File: src/hw/rtl/otr_pkg.sv
package otr_pkg;

	// configuration register indexes
	localparam logic [2:0] REG_RESET_LOW  = 3'd0;
	localparam logic [2:0] REG_RESET_WAIT = 3'd1;
	localparam logic [2:0] REG_SLOT       = 3'd2;
	localparam logic [2:0] REG_READ_LOW   = 3'd3;
	localparam logic [2:0] REG_POLL_LIMIT = 3'd4;

	// register reset values
	localparam logic [15:0] RESET_LOW_DEFAULT  = 16'd60;
	localparam logic [15:0] RESET_WAIT_DEFAULT = 16'd50;
	localparam logic [15:0] SLOT_DEFAULT       = 16'd7;
	localparam logic [15:0] READ_LOW_DEFAULT   = 16'd1;
	localparam logic [15:0] POLL_LIMIT_DEFAULT = 16'd500;

	// bus command bytes
	localparam logic [7:0] CMD_SKIP_ROM     = 8'hCC;
	localparam logic [7:0] CMD_CONVERT      = 8'h44;
	localparam logic [7:0] CMD_READ_SCRATCH = 8'hBE;

	typedef struct packed {
		logic [15:0] reset_low_ticks;
		logic [15:0] reset_wait_ticks;
		logic [15:0] slot_ticks;
		logic [15:0] read_low_ticks;
		logic [15:0] poll_limit;
	} cfg_t;

	typedef struct packed {
		logic [7:0] temp_high_byte;
		logic [7:0] temp_low_byte;
		logic       done_res;
		logic       busy_res;
		logic       line_release;
	} result_t;

endpackage

File: src/hw/rtl/otr_cfg_regs.sv
module otr_cfg_regs (
	input  logic              clk,
	input  logic              arst_n,
	input  logic              wr_en,
	input  logic [2:0]        wr_index,
	input  logic [15:0]       wr_data,
	output otr_pkg::cfg_t     cfg
);

	otr_pkg::cfg_t cfg_q;

	always_ff @(posedge clk or negedge arst_n) begin
		if (!arst_n) begin
			cfg_q.reset_low_ticks  <= otr_pkg::RESET_LOW_DEFAULT;
			cfg_q.reset_wait_ticks <= otr_pkg::RESET_WAIT_DEFAULT;
			cfg_q.slot_ticks       <= otr_pkg::SLOT_DEFAULT;
			cfg_q.read_low_ticks   <= otr_pkg::READ_LOW_DEFAULT;
			cfg_q.poll_limit       <= otr_pkg::POLL_LIMIT_DEFAULT;
		end else if (wr_en) begin
			unique case (wr_index)
				otr_pkg::REG_RESET_LOW:  cfg_q.reset_low_ticks  <= wr_data;
				otr_pkg::REG_RESET_WAIT: cfg_q.reset_wait_ticks <= wr_data;
				otr_pkg::REG_SLOT:       cfg_q.slot_ticks       <= wr_data;
				otr_pkg::REG_READ_LOW:   cfg_q.read_low_ticks   <= wr_data;
				otr_pkg::REG_POLL_LIMIT: cfg_q.poll_limit       <= wr_data;
				default: ; // writes beyond the register list are dropped
			endcase
		end
	end

	assign cfg = cfg_q;

endmodule

File: src/hw/rtl/otr_seq.sv
module otr_seq #(
	parameter int TICK_COUNT_WIDTH = 16
) (
	input  logic             clk,
	input  logic             arst_n,
	input  logic             en,
	input  logic             start_request,
	input  logic             line_level,
	input  otr_pkg::cfg_t    cfg,
	output otr_pkg::result_t res
);

	localparam int TW = TICK_COUNT_WIDTH;
	localparam int CW = ((TW > 16) ? TW : 16) + 1;

	typedef enum logic [3:0] {
		PH_IDLE     = 4'd0,
		PH_RST_LOW  = 4'd1,
		PH_RST_WAIT = 4'd2,
		PH_WR_LOW   = 4'd3,
		PH_WR_BIT   = 4'd4,
		PH_POLL     = 4'd5,
		PH_RD_LOW   = 4'd6,
		PH_RD_BIT   = 4'd7,
		PH_DONE     = 4'd8
	} phase_t;

	// sequence steps
	localparam logic [3:0] ST_RESET1   = 4'd0;
	localparam logic [3:0] ST_SKIP1    = 4'd1;
	localparam logic [3:0] ST_CONVERT  = 4'd2;
	localparam logic [3:0] ST_POLL     = 4'd3;
	localparam logic [3:0] ST_RESET2   = 4'd4;
	localparam logic [3:0] ST_SKIP2    = 4'd5;
	localparam logic [3:0] ST_READ_CMD = 4'd6;
	localparam logic [3:0] ST_READ_LO  = 4'd7;
	localparam logic [3:0] ST_READ_HI  = 4'd8;

	phase_t        phase_q, phase_d;
	logic [TW-1:0] tick_q, tick_d, tick_inc;
	logic [2:0]    bit_q, bit_d;
	logic [3:0]    step_q, step_d, step_go;
	logic [7:0]    shift_q, shift_d, shift_rd;
	logic [7:0]    low_q, low_d, high_q, high_d;
	logic          go;
	logic          tick_at_max;

	// timed phase is over on this tick
	function automatic logic timed_over(input logic [TW-1:0] t, input logic [15:0] lim);
		logic [CW-1:0] t_next;
		logic [CW-1:0] lim_ext;
		t_next  = {{(CW-TW){1'b0}}, t} + {{(CW-1){1'b0}}, 1'b1};
		lim_ext = {{(CW-16){1'b0}}, lim};
		return (t_next >= lim_ext) || (&t);
	endfunction

	assign tick_inc    = tick_q + {{(TW-1){1'b0}}, 1'b1};
	assign tick_at_max = &tick_q;
	assign shift_rd    = (tick_q == '0) ? {line_level, shift_q[7:1]} : shift_q;

	// outputs come from the state before this tick
	always_comb begin
		res.line_release   = 1'b1;
		res.busy_res       = 1'b1;
		res.done_res       = 1'b0;
		res.temp_low_byte  = low_q;
		res.temp_high_byte = high_q;
		unique case (phase_q)
			PH_RST_LOW, PH_WR_LOW, PH_RD_LOW: res.line_release = 1'b0;
			PH_WR_BIT:                        res.line_release = shift_q[0];
			PH_DONE: begin
				res.busy_res = 1'b0;
				res.done_res = 1'b1;
			end
			PH_RST_WAIT, PH_POLL, PH_RD_BIT: ;
			default:                          res.busy_res = 1'b0;
		endcase
	end

	always_comb begin
		phase_d = phase_q;
		tick_d  = tick_q;
		bit_d   = bit_q;
		step_d  = step_q;
		shift_d = shift_q;
		low_d   = low_q;
		high_d  = high_q;
		go      = 1'b0;
		step_go = step_q + 4'd1;

		unique case (phase_q)
			PH_RST_LOW: begin
				if (timed_over(tick_q, cfg.reset_low_ticks)) begin
					tick_d  = '0;
					phase_d = PH_RST_WAIT;
				end else begin
					tick_d = tick_inc;
				end
			end
			PH_RST_WAIT: begin
				if (timed_over(tick_q, cfg.reset_wait_ticks)) begin
					go = 1'b1;
				end else begin
					tick_d = tick_inc;
				end
			end
			PH_WR_LOW: begin
				tick_d  = '0;
				phase_d = PH_WR_BIT;
			end
			PH_WR_BIT: begin
				if (timed_over(tick_q, cfg.slot_ticks)) begin
					tick_d  = '0;
					shift_d = {1'b0, shift_q[7:1]};
					bit_d   = bit_q + 3'd1;
					if (bit_q == 3'd7) begin
						go = 1'b1;
					end else begin
						phase_d = PH_WR_LOW;
					end
				end else begin
					tick_d = tick_inc;
				end
			end
			PH_POLL: begin
				// wait while a conversion holds the line low, up to the poll limit
				if (!line_level && ({{(CW-TW){1'b0}}, tick_q} < {{(CW-16){1'b0}}, cfg.poll_limit})
						&& !tick_at_max) begin
					tick_d = tick_inc;
				end else begin
					go = 1'b1;
				end
			end
			PH_RD_LOW: begin
				if (timed_over(tick_q, cfg.read_low_ticks)) begin
					tick_d  = '0;
					phase_d = PH_RD_BIT;
				end else begin
					tick_d = tick_inc;
				end
			end
			PH_RD_BIT: begin
				shift_d = shift_rd;
				if (timed_over(tick_q, cfg.slot_ticks)) begin
					tick_d = '0;
					bit_d  = bit_q + 3'd1;
					if (bit_q == 3'd7) begin
						if (step_q == ST_READ_LO) begin
							low_d = shift_rd;
						end else begin
							high_d = shift_rd;
						end
						go = 1'b1;
					end else begin
						phase_d = PH_RD_LOW;
					end
				end else begin
					tick_d = tick_inc;
				end
			end
			default: begin
				// idle, done and meaningless codes
				phase_d = PH_IDLE;
				if (start_request) begin
					go      = 1'b1;
					step_go = ST_RESET1;
				end
			end
		endcase

		if (go) begin
			step_d = step_go;
			tick_d = '0;
			bit_d  = '0;
			unique case (step_go)
				ST_RESET1, ST_RESET2: phase_d = PH_RST_LOW;
				ST_SKIP1, ST_SKIP2: begin
					shift_d = otr_pkg::CMD_SKIP_ROM;
					phase_d = PH_WR_LOW;
				end
				ST_CONVERT: begin
					shift_d = otr_pkg::CMD_CONVERT;
					phase_d = PH_WR_LOW;
				end
				ST_POLL: phase_d = PH_POLL;
				ST_READ_CMD: begin
					shift_d = otr_pkg::CMD_READ_SCRATCH;
					phase_d = PH_WR_LOW;
				end
				ST_READ_LO, ST_READ_HI: begin
					shift_d = 8'h00;
					phase_d = PH_RD_LOW;
				end
				default: phase_d = PH_DONE;
			endcase
		end
	end

	always_ff @(posedge clk or negedge arst_n) begin
		if (!arst_n) begin
			phase_q <= PH_IDLE;
			tick_q  <= '0;
			bit_q   <= '0;
			step_q  <= '0;
			shift_q <= '0;
			low_q   <= '0;
			high_q  <= '0;
		end else if (en) begin
			phase_q <= phase_d;
			tick_q  <= tick_d;
			bit_q   <= bit_d;
			step_q  <= step_d;
			shift_q <= shift_d;
			low_q   <= low_d;
			high_q  <= high_d;
		end
	end

endmodule

File: src/hw/rtl/onewire_temperature_read_master.sv
// a tick beat is registered in the input register, and its result then in the result register
// throughput: one tick beat per cycle unless m_tready back-pressures; the sequencer update is a single
//   combinational pass between the input register and the result register
// reset: arst_n asynchronous, active low; sequencer goes idle with zero bytes,
//   timing registers return to their defaults, both stream sides empty
module onewire_temperature_read_master #(
	parameter int TICK_COUNT_WIDTH = 16
) (
	input  logic        clk,
	input  logic        arst_n,

	// tick stream in
	input  logic        s_tvalid,
	output logic        s_tready,
	input  logic [7:0]  s_tdata,   // [0] start_request, [1] line_level, [7:2] zero

	// result stream out
	output logic        m_tvalid,
	input  logic        m_tready,
	output logic [23:0] m_tdata,   // [0] line_release, [1] busy_res, [2] done_res,
	                               // [10:3] temp_low_byte, [18:11] temp_high_byte,
	                               // [23:19] zero

	// register writes
	input  logic        cfg_valid,
	output logic        cfg_ready,
	input  logic [2:0]  cfg_index,
	input  logic [15:0] cfg_data
);

	otr_pkg::cfg_t    cfg;
	otr_pkg::result_t res;

	// input register
	logic valid_s1;
	logic start_s1;
	logic level_s1;

	// result register
	logic             valid_s2;
	otr_pkg::result_t res_s2;

	logic advance;

	// a tick moves into the result register whenever that register is empty
	// or drained in the same cycle, so the input side keeps taking beats
	assign advance  = valid_s1 && (!valid_s2 || m_tready);
	assign s_tready = !valid_s1 || advance;

	// registers are always writable
	assign cfg_ready = 1'b1;

	otr_cfg_regs u_cfg (
		.clk      (clk),
		.arst_n   (arst_n),
		.wr_en    (cfg_valid),
		.wr_index (cfg_index),
		.wr_data  (cfg_data),
		.cfg      (cfg)
	);

	// bus sequencer, steps once for each tick that advances
	otr_seq #(
		.TICK_COUNT_WIDTH (TICK_COUNT_WIDTH)
	) u_seq (
		.clk           (clk),
		.arst_n        (arst_n),
		.en            (advance),
		.start_request (start_s1),
		.line_level    (level_s1),
		.cfg           (cfg),
		.res           (res)
	);

	always_ff @(posedge clk or negedge arst_n) begin
		if (!arst_n) begin
			valid_s1 <= 1'b0;
			valid_s2 <= 1'b0;
		end else begin
			if (s_tready) begin
				valid_s1 <= s_tvalid;
			end
			if (advance) begin
				valid_s2 <= 1'b1;
			end else if (m_tready) begin
				valid_s2 <= 1'b0;
			end
		end
	end

	// payload registers, no reset needed
	always_ff @(posedge clk) begin
		if (s_tready && s_tvalid) begin
			start_s1 <= s_tdata[0];
			level_s1 <= s_tdata[1];
		end
		if (advance) begin
			res_s2 <= res;
		end
	end

	assign m_tvalid = valid_s2;
	assign m_tdata  = {5'b0, res_s2};

endmodule
File: config.mk
export PLATFORM = sky130hd
export DESIGN_NAME = onewire_temperature_read_master
export DESIGN_NICKNAME = d
export VERILOG_FILES = /design/src/hw/rtl/otr_pkg.sv /design/src/hw/rtl/otr_cfg_regs.sv /design/src/hw/rtl/otr_seq.sv /design/src/hw/rtl/onewire_temperature_read_master.sv
export SDC_FILE = /design/constraint.sdc
export NUM_CORES = 1
export LEC_CHECK = 0
export BUFFER_PORTS_ARGS = -buffer_cell sky130_fd_sc_hd__buf_2
export CAP_MARGIN = 10
export CORE_ASPECT_RATIO = 0.6
export CORE_MARGIN = 1.5
export CORE_UTILIZATION = 67
export CTS_BUF_LIST = sky130_fd_sc_hd__clkbuf_4
export DETAILED_ROUTE_END_ITERATION = 8
export PLACE_DENSITY = 0.87
export SYNTH_ARGS = -nofsm -noshare
export SYNTH_HDL_FRONTEND = slang
export SYNTH_HIERARCHICAL = 1
export SYNTH_SLANG_ARGS = --single-unit
File: constraint.sdc
create_clock -name clk -period 6.07 [get_ports clk]
set_clock_uncertainty 0.15 [all_clocks]
set_input_delay 0.3035 -clock clk [delete_from_list [all_inputs] [get_ports clk]]
set_output_delay 0.3035 -clock clk [all_outputs]
set_load 0.1 [all_outputs]
## Yosys cells after proc, flatten, opt, wreduce, memory -nomap -nowiden

Index checks and enable logic that the tools add are counted.

| storage, ports and cells | value |
|---|---|
| register bits after elaboration | 154 |
| logic and storage cells | 140 |

| operators by class | value |
|---|---|
| order comparisons | 5 |
| reductions and logical operators | 41 |
| bitwise logic cells | 1 |
| add/subtract/negate cells | 4 |
| eq/ne operators | 31 |
| multiplexer cells | 37 |

Operators with widths:

| operator | number |
|---|---|
| two-way mux 16 bit | 6 |
| one-hot mux 16 bit (6 select lines) | 1 |
| greater-or-equal comparator 17 x 16 -> 1 bit | 4 |
| equality test 4 x 3 -> 1 bit (second input constant) | 9 |
| two-way mux 4 bit | 9 |
| one-hot mux 8 bit (4 select lines) | 1 |
| two-way mux 8 bit | 3 |
| one-hot mux 4 bit (6 select lines) | 1 |
| adder 16 x 1 -> 17 bit (second input constant) | 1 |
| adder 16 x 1 -> 16 bit (second input constant) | 1 |
| equality test 4 x 2 -> 1 bit (second input constant) | 4 |
| zero test 16 bit | 1 |
| < comparator 16 bit | 1 |
| one-hot mux 4 bit (4 select lines) | 1 |
| one-hot mux 8 bit (2 select lines) | 1 |
| AND reduction 16 bit | 1 |
| inequality test 3 x 1 -> 1 bit (second input constant) | 5 |
| AND reduction 2 bit | 6 |
| AND reduction 5 bit | 2 |
| OR reduction 2 bit | 5 |
| two-way mux 1 bit | 9 |
| two-way mux 3 bit | 3 |
| inequality test 3 x 2 -> 1 bit (second input constant) | 3 |
| equality test 4 x 1 -> 1 bit (second input constant) | 2 |
| 23 further kinds | 39 |

## Depth between registers and ports, before layout

| depth | value |
|---|---|
| depth after elaboration | 7 |
| gate-level depth with buffers | 17 |
| mapped depth without buffers | 15 |

## Modules after synthesis

The synthesis kept the hierarchy.

By module, submodules not included:

| module | sequential area each (µm²) | cells each | area an instance (µm²) | instances |
|---|---|---|---|---|
| otr_seq | 1,276.2 | 562 | 5,031.1 | 1 |
| otr_cfg_regs | 2,023.2 | 173 | 3,071.7 | 1 |
| onewire_temperature_read_master | 680.7 | 37 | 787.0 | 1 |

## Least setup slack after synthesis

OpenSTA, ideal clock, no wires.

| path | value |
|---|---|
| path kind | reg2reg |
| start point | register u_seq.tick_q[0] |
| end point | register u_seq.tick_q[6] |
| stages on the path, launching flop included | 17 |
| arrival time | 3,728 ps |
| clock period less this slack | 3,982 ps |
| buffers on the path | 1 |
| path slack | 2,088 ps |
| cell sequence | dfrtp_1 > ha_1 > nand2_1 > or2_1 > buf_6 > nor2_1 > nand3_1 > xnor2_1 > ha_1 > nand4_1 > or2_2 > o221ai_1 > a211oi_4 > nand3b_4 > nand3_1 > or3_1 > o311ai_1 |

| between the ends | value |
|---|---|
| word-level cells in the longest chain between the ends | 7 |
| elaborated cells between the ends (all ways) | 30 |

Ends and longest elaborated chain:

| item | RTL line | source |
|---|---|---|
| start: declaration | otr_seq.sv:40 | `logic [TW-1:0] tick_q, tick_d, tick_inc;` |
| start signal: assignment | otr_seq.sv:210 | `tick_q <= tick_d;` |
| adder 16 x 1 -> 17 bit, or another cell as far along | otr_seq.sv:52 | `t_next = {{(CW-TW){1'b0}}, t} + {{(CW-1){1'b0}}, 1'b1};` |
| greater-or-equal comparator 17 x 16 -> 1 bit, or another cell as far along | otr_seq.sv:54 | `return (t_next >= lim_ext) \|\| (&t);` |
| logical OR 1 bit or logical AND 1 bit (tied branches) | otr_seq.sv:54, otr_seq.sv:128 |  |
| two-way mux 1 bit (on tied branches) | otr_seq.sv:144, otr_seq.sv:101, otr_seq.sv:127 |  |
| one-hot mux 1 bit (4 select lines) | otr_seq.sv:91 | `unique case (phase_q)` |
| nonzero test 7 bit (no source line), or another cell as far along | - |  |
| AND reduction 4 bit (no source line) | - |  |

Several ways; a longest one is shown, not always the timed one. The select of a mux whose other input is x is not followed.
A chain may end at the register's enable or synchronous reset.

## Worst setup path after layout

| path | value |
|---|---|
| start point | register u_seq.tick_q[0] |
| end point | register u_seq.tick_q[9] |

Same word-level chain as after synthesis.

==> metrics.md <==
| Metric | Value |
|---|---|
| Layout area overhead | 9.87% |
| H-tree lvl count | 4 |
| Yosys cell types | 78 |
| FP Rows | 32 |
| Via density | 6.31 |
| Avg Cell Area, Syn | 11.5 sq um |
| Core Footprint | 12900 sq um |
| Worst reg-to-reg setup slack | 0.95 ns |
| Worst r2r dst | u_seq/tick_q[9] |
| Post-Route WL | 21.5 mm |
| Clock Latency Late Sink | 0.58 ns |
| Most area-consuming cells after synthesis | dfrtp_1 (33%), mux2_2 (13%), ha_1 (12%) |
| Crit path to | u_seq/tick_q[9] |
| Async SR Flop Fraction | 86.4% |
| HP Class | primary input to asynchronous set/reset pin |
| Root Buffer | clkbuf_4 |
| Number of enable flip-flop cells after synthesis | 21 |
| Clock-pin slew on the worst setup and hold paths | 0.16 ns |
| Critical path class | flop to flop |
| Yosys top cell by area | dfrtp_1 |
| Initial core utilization | 69.0% |
| Post-synthesis simple-gate area fraction | 10.2% |
| Mapped Cells | 772 |
| Height of the die | 92.2 um |
| Postcts setup bufs | 0 |
| Number of global-route vias before repair | 6641 |
| Final period utilization | 84.4% |
| Register area share after synthesis | 44.8% |
| Synth Area in Adders | 11.8% |
| First-pass GRT wire length | 34.5 mm |
| CP endpoint kind | flop |
| Slew Viols, Final | 0 |
| Top cell family by delay on the critical path | simple AND/OR/NAND/NOR gates |
| Unrepaired setup endpoints after global routing | no |
| Number of placed cells counting well taps | 971 |
| Count of input and output buffers | 46 |
| Average routed wire per standard cell | 21.0 um |
| Max stage delay on crit path | 0.60 ns |
| Synth Area in XOR/XNOR | 1.77% |
| Top-count cell post-synth | dfrtp_1 |
| Post-synth top cells | dfrtp_1 (116), mux2_2 (106), inv_1 (90) |
| Largest family of logic cells by synthesized area | multiplexers |
| Worst Setup Start Kind | flop |
| Antenna violations before repair | 0 |
| Worst r2r src | u_seq/tick_q[0] |
| Compound-gate portion of the synthesized area | 11.6% |
| Largest net degree at the start of global routing | 82 |
| Fmax | 195 MHz |
| Ys Warns | 6 |
| WHS | 0.257 ns |
| Via count | 6469 |
| DRC violation count after routing | 0 |
| R2R cell count | 15 |
| Fin cells | 1025 |
| DRT antenna net count | 0 |
| Run status | finished clean |
| CP most frequent cell | ha_1 |
| Crit path launch | u_seq/tick_q[0] |
| # nets final | 958 |
| Most used DFF post-synth | dfrtp_1 |
| Power per cell area | 351 nW/um^2 |
| Filler instances | 848 |
| Leakage | 0.00469 uW |
| Setup TNS | 0 ns |
| Relative slew slack | 33.6% |
| Post-Layout Inst Area | 9770 sq um |
| Final setup vio count | 0 |
| Iter 0 DRT Violations | 677 |
| Max IR drop VDD | 0.210 mV |
| Tmin final | 5.12 ns |
| DPL Wire Length | 15.7 mm |
| CP max-delay cell | nor2_2 |
| GP Congestion | 1.01 |
| CP max FO | 12 |
| I/O Pins | 59 |
| Max-capacitance violation count | 0 |
| Worst Path Buf+Inv | 0 |
| Diode count | 0 |
| FF+latch count, synth | 154 |
| Crit path cell chain | ha_1, nand2_1, or2_1, nor2_1, nand3_1, xnor2_1, ha_1, nand4_1, or2_2, o221ai_1, a211oi_4, nand3b_4, nand3_2, nor2_2, a32o_1 |
| Die Span X | 152 um |
| Die area | 14000 sq um |
| Layout cells sized above 1 | 28.0% |
| Req. time, crit path | 6.42 ns |
| Clock sinks | 154 |
| CP Depth | 15 |
| Worst slew pin tran | 0.997 ns |
| Drt pass-1 iters | 5 |
| Crit path DAT | 5.47 ns |
| Final hold vios | 0 |
| Num CTS Buffers | 17 |
| Overall routing resource usage | 33.0% |
| CTS max path bufs | 2 |
| TritonCTS clock tree | done |
| Aggregate global routing overflow | 0 |
| Post-synth top area share | 32.7% |
| Area of placed instances | 9220 sq um |
| Mux cell area share after synthesis | 13.9% |
| Area of the mapped netlist | 8890 sq um |
how the worst min path moves through the flow:
| stage | startpoint | endpoint | slack (ns) | cells past startpoint |
|---|---|---|---|---|
| 5_1_grt | cfg_index[2] | u_cfg/cfg[68] | 0.22 | 4 |
| 6_report | arst_n | u_cfg/cfg[36] | 0.26 | 2 |
| 3_3_place_gp | u_seq/low_q[3] | m_tdata[6] | 0.28 | 0 |
| 3_5_place_dp | u_seq/low_q[4] | m_tdata[7] | 0.28 | 0 |
| 2_1_floorplan | arst_n | m_tvalid | -0.14 | 0 |
| 4_1_cts | cfg_index[2] | u_cfg/cfg[70] | 0.21 | 4 |
layout make-up:
| class | instances | area, sq um | area share [%] |
|---|---|---|---|
| clock buffer | 17 | 128 | 1.31 |
| clock inverter | 15 | 198 | 2.02 |
| inverter | 91 | 342 | 3.50 |
| multi-input combinational | 505 | 4420 | 45.2 |
| sequential | 154 | 3980 | 40.8 |
| tap | 170 | 213 | 2.18 |
| timing repair buffer | 73 | 490 | 5.02 |
report_power, final:
part	switching, uW	total [uW]	internal [uW]
logic	829	1340	514
clock network	450	684	234
registers	162	1410	1240
per-stage QoR:
step / utilization, % / setup slack [ns] / total power [uW]
after floorplan: - / 2.09 / 2340
after global placement: 71.5 / 1.31 / 2620
after detailed placement: 71.5 / 1.19 / 2700
after CTS: 75.8 / 1.10 / 3390
after global routing: 75.8 / 0.661 / 3630
final: 75.8 / 0.950 / 3430
logic make-up after synthesis:
kind of cell,Yosys count
compound gates,135
simple gates,152
flops,154
other cells,2
xor+xnor,18
buf+inv,117
mux,110
fa+ha+maj,84
registers in the layout, summed over array words and instances (netlist names):
name	flops
start_s1	1
level_s1	1
u_seq/low_q	8
u_cfg/cfg	80
u_seq/bit_q	3
u_seq/shift_q	8
m_tdata	19
m_tvalid	1
u_seq/step_q	4
u_seq/high_q	8
valid_s1	1
u_seq/tick_q	16
u_seq/phase_q	4
layout by cell type, fill, tap and decap left out, types with 5 or more instances in the layout:
cell type / Yosys / final
a211oi_1: 6 / 6
a21o_1: 9 / 9
a21oi_1: 30 / 30
a221o_1: 8 / 8
a32o_1: 14 / 14
buf_2: 4 / 45
buf_4: 7 / 6
clkbuf_4: 0 / 17
clkinv_8: 0 / 5
conb_1: 2 / 6
dfrtp_1: 116 / 116
dfstp_2: 17 / 17
dlygate4sd3_1: 0 / 22
edfxtp_1: 21 / 21
ha_1: 84 / 84
inv_1: 90 / 90
mux2_2: 106 / 106
nand2_1: 39 / 39
nand2b_1: 10 / 10
nand3_1: 17 / 17
nand4_1: 12 / 12
nor2_1: 20 / 20
nor3_1: 7 / 7
nor4_1: 5 / 5
o21a_1: 5 / 5
o21ai_0: 24 / 24
xnor2_1: 10 / 10
xor2_1: 8 / 8
per-layer routing:
| layer | global-route usage, % | routed length, um | vias up |
|---|---|---|---|
| met3 | 9.30 | 1990 | 29 |
| met4 | 8.25 | 299 | 0 |
| li1 | - | - | 2937 |
| met2 | 47.7 | 9310 | 291 |
| met5 | 0 | 0 | - |
| met1 | 48.9 | 9930 | 3212 |
repair_timing:
action / CTS / global route
hold buffers: 22 / 0
hold endpoints to repair: 149 / 0
resized for setup: 0 / 0
(Power assumes the default switching activity.)
